<file path="src/hw/rtl/assert_macros.svh">
// Assertion helpers shared by the RTL. All checks are disabled while in reset.
`ifndef ASSERT_MACROS_SVH
`define ASSERT_MACROS_SVH

// Expression must hold at every clock edge out of reset.
`define ASSERT_ALWAYS(lbl, clk, rst_n, p) \
    lbl: assert property (@(posedge clk) disable iff (!rst_n) (p)) \
        else $error("assertion failed");

// Consequent must hold in the same cycle as the antecedent.
`define ASSERT_SAME(lbl, clk, rst_n, a, c) \
    lbl: assert property (@(posedge clk) disable iff (!rst_n) (a) |-> (c)) \
        else $error("assertion failed");

// Consequent must hold in the cycle after the antecedent.
`define ASSERT_NEXT(lbl, clk, rst_n, a, c) \
    lbl: assert property (@(posedge clk) disable iff (!rst_n) (a) |=> (c)) \
        else $error("assertion failed");

`endif

</file>
<file path="src/hw/rtl/stks_pkg.sv">
`timescale 1ns / 1ps
package stks_pkg;

    localparam int MAX_KEEP_DEF   = 16;
    localparam int INDEX_BITS_DEF = 20;
    localparam int SCORE_W        = 32;
    localparam int CFG_W          = 5;
    localparam logic [CFG_W-1:0] KEEP_RESET = 5'd16;

endpackage

</file>
<file path="src/hw/rtl/stks_insert.sv">
`timescale 1ns / 1ps
// Sorted-list insert: parallel compare against every slot, then shift down.
module stks_insert #(
    parameter int MAX_KEEP   = stks_pkg::MAX_KEEP_DEF,
    parameter int INDEX_BITS = stks_pkg::INDEX_BITS_DEF,
    localparam int CNT_W     = $clog2(MAX_KEEP + 1),
    localparam int KIDX_W    = (MAX_KEEP > 1) ? $clog2(MAX_KEEP) : 1
) (
    input  logic [INDEX_BITS-1:0]             slot_index [MAX_KEEP],
    input  logic signed [stks_pkg::SCORE_W-1:0] slot_score [MAX_KEEP],
    input  logic [CNT_W-1:0]                  fill,
    input  logic [CNT_W-1:0]                  keep,
    input  logic [INDEX_BITS-1:0]             new_index,
    input  logic signed [stks_pkg::SCORE_W-1:0] new_score,
    output logic [INDEX_BITS-1:0]             next_index [MAX_KEEP],
    output logic signed [stks_pkg::SCORE_W-1:0] next_score [MAX_KEEP],
    output logic [CNT_W-1:0]                  next_fill
);

    logic [CNT_W-1:0]  fill_eff;
    logic [CNT_W-1:0]  keep_m1;
    logic [CNT_W-1:0]  len;
    logic              room;
    logic              beat;
    logic              ins;
    logic [MAX_KEEP-1:0] stay;

    always_comb
    begin
        fill_eff = (fill > keep) ? keep : fill;
        keep_m1  = keep - CNT_W'(1);
        room     = (fill_eff < keep);
        // strictly greater than the current minimum of a full list
        beat     = (new_score > slot_score[keep_m1[KIDX_W-1:0]]);
        ins      = room || beat;
        len      = room ? fill_eff : keep_m1;
        next_fill = room ? (fill_eff + CNT_W'(1)) : fill_eff;
    end

    // entries at or above the new score stay ahead (earlier index wins ties)
    always_comb
    begin
        for (int i = 0; i < MAX_KEEP; i++)
        begin
            stay[i] = (CNT_W'(i) < len) && (slot_score[i] >= new_score);
        end
    end

    always_comb
    begin
        for (int i = 0; i < MAX_KEEP; i++)
        begin
            if (!ins || stay[i])
            begin
                next_index[i] = slot_index[i];
                next_score[i] = slot_score[i];
            end
            else if (i == 0)
            begin
                next_index[i] = new_index;
                next_score[i] = new_score;
            end
            else if (stay[i-1])
            begin
                next_index[i] = new_index;
                next_score[i] = new_score;
            end
            else
            begin
                next_index[i] = slot_index[i-1];
                next_score[i] = slot_score[i-1];
            end
        end
    end

endmodule

</file>
<file path="src/hw/rtl/streaming_top_k_select.sv">
`timescale 1ns / 1ps
// Streaming top-k selection. Accepts one score word per cycle while in_ready
// is high, numbers the words of a batch from 0 and keeps the best keep_count
// (index, score) pairs sorted best first; a full list takes a new score only
// if it is strictly greater than the current minimum, ties keep the earlier
// index ahead. The word flagged last_in is ranked too, then the whole list is
// copied into an output bank and drained one result word per cycle while
// out_ready is high, best first, with last_out on the final one; the next
// batch streams in meanwhile. A word sits in the input register and is ranked
// from there into the slot registers. Sustained rate is one word per cycle,
// set by the compare-and-shift of the slot registers; a last_in word waits in
// the input register until the output bank is empty or the final word of the
// previous batch leaves in the same cycle. Slots live in flip-flops with no
// reset and no clearing pass; the index counter saturates at its maximum.
// keep_count of 0 acts as 1, above MAX_KEEP as MAX_KEEP; the user must write
// it only while the block is idle, which the block itself does not enforce.
`include "assert_macros.svh"

module streaming_top_k_select #(
    parameter int MAX_KEEP   = stks_pkg::MAX_KEEP_DEF,
    parameter int INDEX_BITS = stks_pkg::INDEX_BITS_DEF
) (
    input  logic                                clk,
    input  logic                                rst_n,
    // configuration: keep_count
    input  logic                                cfg_valid,
    output logic                                cfg_ready,
    input  logic [stks_pkg::CFG_W-1:0]          cfg_data,
    // score stream
    input  logic                                in_valid,
    output logic                                in_ready,
    input  logic signed [stks_pkg::SCORE_W-1:0] score,
    input  logic                                last_in,
    // result stream
    output logic                                out_valid,
    input  logic                                out_ready,
    output logic [INDEX_BITS-1:0]               example_index,
    output logic signed [stks_pkg::SCORE_W-1:0] kept_score,
    output logic                                last_out
);

    localparam int CNT_W = $clog2(MAX_KEEP + 1);
    localparam logic [INDEX_BITS-1:0] IDX_MAX = {INDEX_BITS{1'b1}};

    logic [stks_pkg::CFG_W-1:0] keep_count_reg;
    logic [CNT_W-1:0]           keep_eff;

    // input register
    logic                                in_vld_reg;
    logic signed [stks_pkg::SCORE_W-1:0] in_score_reg;
    logic                                in_last_reg;

    // working list
    logic [INDEX_BITS-1:0]               slot_index_reg [MAX_KEEP];
    logic signed [stks_pkg::SCORE_W-1:0] slot_score_reg [MAX_KEEP];
    logic [CNT_W-1:0]                    fill_reg;
    logic [INDEX_BITS-1:0]               arrival_reg;

    logic [INDEX_BITS-1:0]               slot_index_next [MAX_KEEP];
    logic signed [stks_pkg::SCORE_W-1:0] slot_score_next [MAX_KEEP];
    logic [CNT_W-1:0]                    fill_next;

    // output bank; entry 0 is the result register
    logic [INDEX_BITS-1:0]               snap_index_reg [MAX_KEEP];
    logic signed [stks_pkg::SCORE_W-1:0] snap_score_reg [MAX_KEEP];
    logic [CNT_W-1:0]                    snap_cnt_reg;

    logic out_fire;
    logic snap_free;
    logic proc;

    assign cfg_ready = 1'b1;

    always_comb
    begin
        int k;
        k = int'(keep_count_reg);
        if (k < 1)
        begin
            k = 1;
        end
        if (k > MAX_KEEP)
        begin
            k = MAX_KEEP;
        end
        keep_eff = CNT_W'(k);
    end

    assign out_valid     = (snap_cnt_reg != '0);
    assign out_fire      = out_valid && out_ready;
    assign example_index = snap_index_reg[0];
    assign kept_score    = snap_score_reg[0];
    assign last_out      = (snap_cnt_reg == CNT_W'(1));

    // bank can take a new batch once at most its final word remains and leaves
    assign snap_free = (snap_cnt_reg == '0) || (last_out && out_ready);
    assign proc      = in_vld_reg && (!in_last_reg || snap_free);
    assign in_ready  = !in_vld_reg || proc;

    stks_insert #(
        .MAX_KEEP   (MAX_KEEP),
        .INDEX_BITS (INDEX_BITS)
    ) u_insert (
        .slot_index (slot_index_reg),
        .slot_score (slot_score_reg),
        .fill       (fill_reg),
        .keep       (keep_eff),
        .new_index  (arrival_reg),
        .new_score  (in_score_reg),
        .next_index (slot_index_next),
        .next_score (slot_score_next),
        .next_fill  (fill_next)
    );

    // control
    always_ff @(posedge clk or negedge rst_n)
    begin
        if (!rst_n)
        begin
            keep_count_reg <= stks_pkg::KEEP_RESET;
            in_vld_reg     <= 1'b0;
            fill_reg       <= '0;
            arrival_reg    <= '0;
            snap_cnt_reg   <= '0;
        end
        else
        begin
            if (cfg_valid)
            begin
                keep_count_reg <= cfg_data;
            end
            if (in_ready)
            begin
                in_vld_reg <= in_valid;
            end
            if (proc)
            begin
                if (in_last_reg)
                begin
                    fill_reg    <= '0;
                    arrival_reg <= '0;
                end
                else
                begin
                    fill_reg <= fill_next;
                    if (arrival_reg != IDX_MAX)
                    begin
                        arrival_reg <= arrival_reg + INDEX_BITS'(1);
                    end
                end
            end
            if (proc && in_last_reg)
            begin
                snap_cnt_reg <= fill_next;
            end
            else if (out_fire)
            begin
                snap_cnt_reg <= snap_cnt_reg - CNT_W'(1);
            end
        end
    end

    // payload
    always_ff @(posedge clk)
    begin
        if (in_valid && in_ready)
        begin
            in_score_reg <= score;
            in_last_reg  <= last_in;
        end
        if (proc)
        begin
            slot_index_reg <= slot_index_next;
            slot_score_reg <= slot_score_next;
        end
        if (proc && in_last_reg)
        begin
            snap_index_reg <= slot_index_next;
            snap_score_reg <= slot_score_next;
        end
        else if (out_fire)
        begin
            for (int i = 0; i < MAX_KEEP - 1; i++)
            begin
                snap_index_reg[i] <= snap_index_reg[i+1];
                snap_score_reg[i] <= snap_score_reg[i+1];
            end
        end
    end

    `ASSERT_ALWAYS(a_fill_bound, clk, rst_n, fill_reg <= CNT_W'(MAX_KEEP))
    `ASSERT_ALWAYS(a_snap_bound, clk, rst_n, snap_cnt_reg <= CNT_W'(MAX_KEEP))
    `ASSERT_NEXT(a_last_clears, clk, rst_n, proc && in_last_reg,
                 fill_reg == '0 && arrival_reg == '0 && out_valid)
    `ASSERT_NEXT(a_arrival_step, clk, rst_n,
                 proc && !in_last_reg && arrival_reg != IDX_MAX,
                 arrival_reg == $past(arrival_reg) + INDEX_BITS'(1))
    `ASSERT_SAME(a_no_overrun, clk, rst_n, proc && in_last_reg && out_valid,
                 last_out && out_ready)

endmodule

</file>
<file path="config.mk">
export PLATFORM = sky130hd
export DESIGN_NAME = streaming_top_k_select
export DESIGN_NICKNAME = d
export VERILOG_FILES = /design/src/hw/rtl/stks_pkg.sv /design/src/hw/rtl/stks_insert.sv /design/src/hw/rtl/streaming_top_k_select.sv
export VERILOG_INCLUDE_DIRS = /design/src /design/src/hw/rtl
export SDC_FILE = /design/constraint.sdc
export NUM_CORES = 2
export LEC_CHECK = 0
export CORE_MARGIN = 1
export CORE_UTILIZATION = 40
export DETAILED_ROUTE_END_ITERATION = 6
export DONT_BUFFER_PORTS = 1
export HOLD_SLACK_MARGIN = 0.1
export PLACE_DENSITY_LB_ADDON = 0.3
export SETUP_SLACK_MARGIN = 0.3
export SLEW_MARGIN = 10
export SYNTH_ARGS = -nofsm -noshare
export SYNTH_HDL_FRONTEND = slang
export SYNTH_HIERARCHICAL = 1
export SYNTH_SLANG_ARGS = --single-unit
</file>
<file path="constraint.sdc">
create_clock -name clk -period 25.5 [get_ports clk]
set_clock_uncertainty 0.1 [all_clocks]
set_input_delay 5.1 -clock clk [delete_from_list [all_inputs] [get_ports clk]]
set_output_delay 5.1 -clock clk [all_outputs]
set_load 0.02 [all_outputs]
</file>
==> metrics <==
Core Box Area roughly 240000 um2; post-synth top area share 52.5%; fill cell count about 22000; FF-to-FF setup slack between 15000 and 20000 ps; clock root buffer clkbuf_16; Worst Path Required between 20000 and 25000 ps; f_max around 90 MHz; Hold Vio Cnt, Final 0; Place WS roughly 14000 ps; hold_ws about 340 ps; Avg WL per Cell between 20 and 30 um; worst path arrival time just under 6000 ps; relative slew slack roughly 8.5%; global-route wire length before repair ~460000 um; Initial DRT Pass Iterations 7; synthesized netlist cell count between 9000 and 10000; total negative setup slack 0 ps; # setup viols final 0; DR iter-0 viols roughly 8000; drt drc 1; Total GRT Usage 24.8%; Post-synth EDFFs between 1500 and 2000; DIE AREA 244000 um2; initial antenna violation count 9; Yosys top cell by area edfxtp_1; vias between 70000 and 80000; layout cells sized above 1 under 10%; Critical Path Start Type input pin; Max Root-Sink Buffers 3; final WL slightly above 300000 um; Synth warnings 6; antenna-violating nets left 0; Final HPWL DP between 150000 and 200000 um; hold crit path type flop to flop; critical path class input pin to output port; Mapped Area between 90000 and 100000 um2; number of core rows between 150 and 200; Top-Level Pins 99; TritonCTS sink count 1733; Max Cap Violations 0; Tmin final 11140 ps; RSZ-0062 raised after global routing false; pin count of the biggest net entering global routing ~180; Die Width a little under 500 um; Die Ht 494 um; final period utilization a little over two fifths; sequential element share of the synthesized area 53.5%; Critical Path End Type output port; H-Tree Depth 4; Avg Vias per Cell between 5 and 6; grt ovf 0; critical path peak fanout 4; PortBufs 0; vias in the first global route 68600; most used flip-flop cell after synthesis edfxtp_1; Seq cells post-synth between 1500 and 2000; Resize count post-CTS 0; Num CTS Buffers between 150 and 200; Largest register FFs ~510; hold_buf cts 0; Yosys cell types 91; synth top area cells edfxtp_1, nand2_1, mux2i_1, ha_1, a21oi_1; outcome finished, violations left; initial core utilization 40.3%; Clk Latency, worst-skew pair slightly below 900 ps; clock-pin slew on the worst setup and hold paths 60 ps; CTS tree done; synthesis-to-layout area growth 9.22%; fin. max-slew vios 0; failing checks DRC; Setup WS post-layout approximately 14000 ps; post-CTS setup buffer count 0; Syn Nets around 9600; synthesized area per cell ~11 um2; gpl congestion 0.950; Worst-Margin Slew 1360 ps; fin nets between 9000 and 10000; FFs w/ async S/R, synth under 10%
kinds of logic (layout without fill, tap and decap cells):
| family | after synthesis | after routing | share of synthesized area [%] |
|---|---|---|---|
| other | 1 | 10 | 0.00387 |
| buffers and inverters | 715 | 622 | 3.37 |
| xor gates and xnor gates | 17 | 17 | 0.153 |
| DFF | 1733 | 1733 | 53.5 |
| and+or+nand+nor | 3553 | 3553 | 14.7 |
| adders and majority gates | 559 | 559 | 7.21 |
| AOI/OAI and AO/OA | 1399 | 1399 | 8.09 |
| muxes | 1027 | 1027 | 13.1 |
layout by cell type (no fill, tap or decap), types with 41 or more instances in the layout:
cell          n
o21ai_0     298
clkbuf_16   187
a21o_1       59
a31oi_1      59
edfxtp_1   1697
mux2_2      112
mux2i_1     706
mux4_2      160
inv_1       110
clkinv_1     41
nand4_1     105
nand2_1    2682
buf_4       154
mux2_4       49
nand3_1      65
nor2_1      505
clkbuf_1     44
a21oi_1     794
ha_1        558
cell usage after synthesis, types with 105 or more instances:
| cell | count |
|---|---|
| nand2_1 | 2688 |
| edfxtp_1 | 1697 |
| a21oi_1 | 800 |
| mux2i_1 | 706 |
| ha_1 | 559 |
| nor2_1 | 509 |
| o21ai_0 | 299 |
| clkbuf_1 | 281 |
| buf_2 | 181 |
| mux4_2 | 160 |
| mux2_2 | 112 |
| inv_1 | 110 |
| nand4_1 | 105 |
cell type report:
class                   instances  area [um2]  share of cell area (%)
flip-flops and latches       1733       51900                    48.9
multi-input cells            6556       42300                    39.9
clock buffers                 231        4840                    4.57
well taps                    3185        3990                    3.76
repair buffers                159        1250                    1.18
clock inverters               117        1250                    1.18
inverters                     115         465                   0.439
diodes                          9        22.5                  0.0213
final timing paths:
| check | start | end | cells after the start |
|---|---|---|---|
| worst max-delay path | out_ready | in_ready | 3 |
| worst min-delay path | snap_score_reg[310] | snap_score_reg[342] | 2 |
| worst max register to register | keep_count_reg[3] | kept_score[15] | 22 |
| worst min register to register | snap_score_reg[310] | snap_score_reg[342] | 2 |
| max in group asynchronous | rst_n | keep_count_reg[4] | 0 |
| min in group asynchronous | rst_n | arrival_reg[15] | 0 |
worst max-delay path: stages:
cell and delay, ps:
a21oi_1 60, nor4_1 430, nand3b_1 350
per-stage QoR:
step / cell area (um2) / instances / utilization [%]
2_1_floorplan: 97000 / 9004 / -
3_3_place_gp: 99800 / 11700 / 41.5
3_5_place_dp: 99800 / 11700 / 41.5
4_1_cts: 106000 / 12100 / 44.0
5_1_grt: 106000 / 12100 / 44.0
6_report: 106000 / 12100 / 44.0
metal layers:
metal / up-vias / share of wire, % / GRT usage (%) / wire [um]
li1: 32000 / - / - / -
met1: 35400 / 42 / 33.9 / 129000
met2: 3047 / 46 / 39.2 / 141000
met3: 602 / 7.6 / 3.89 / 23500
met4: 4 / 4.7 / 10.3 / 14400
met5: - / 0.0094 / 0 / 29
Power is left out: the tool's default activity adds up to more than one toggle a clock period on the data nets, which glitch-free logic cannot reach.
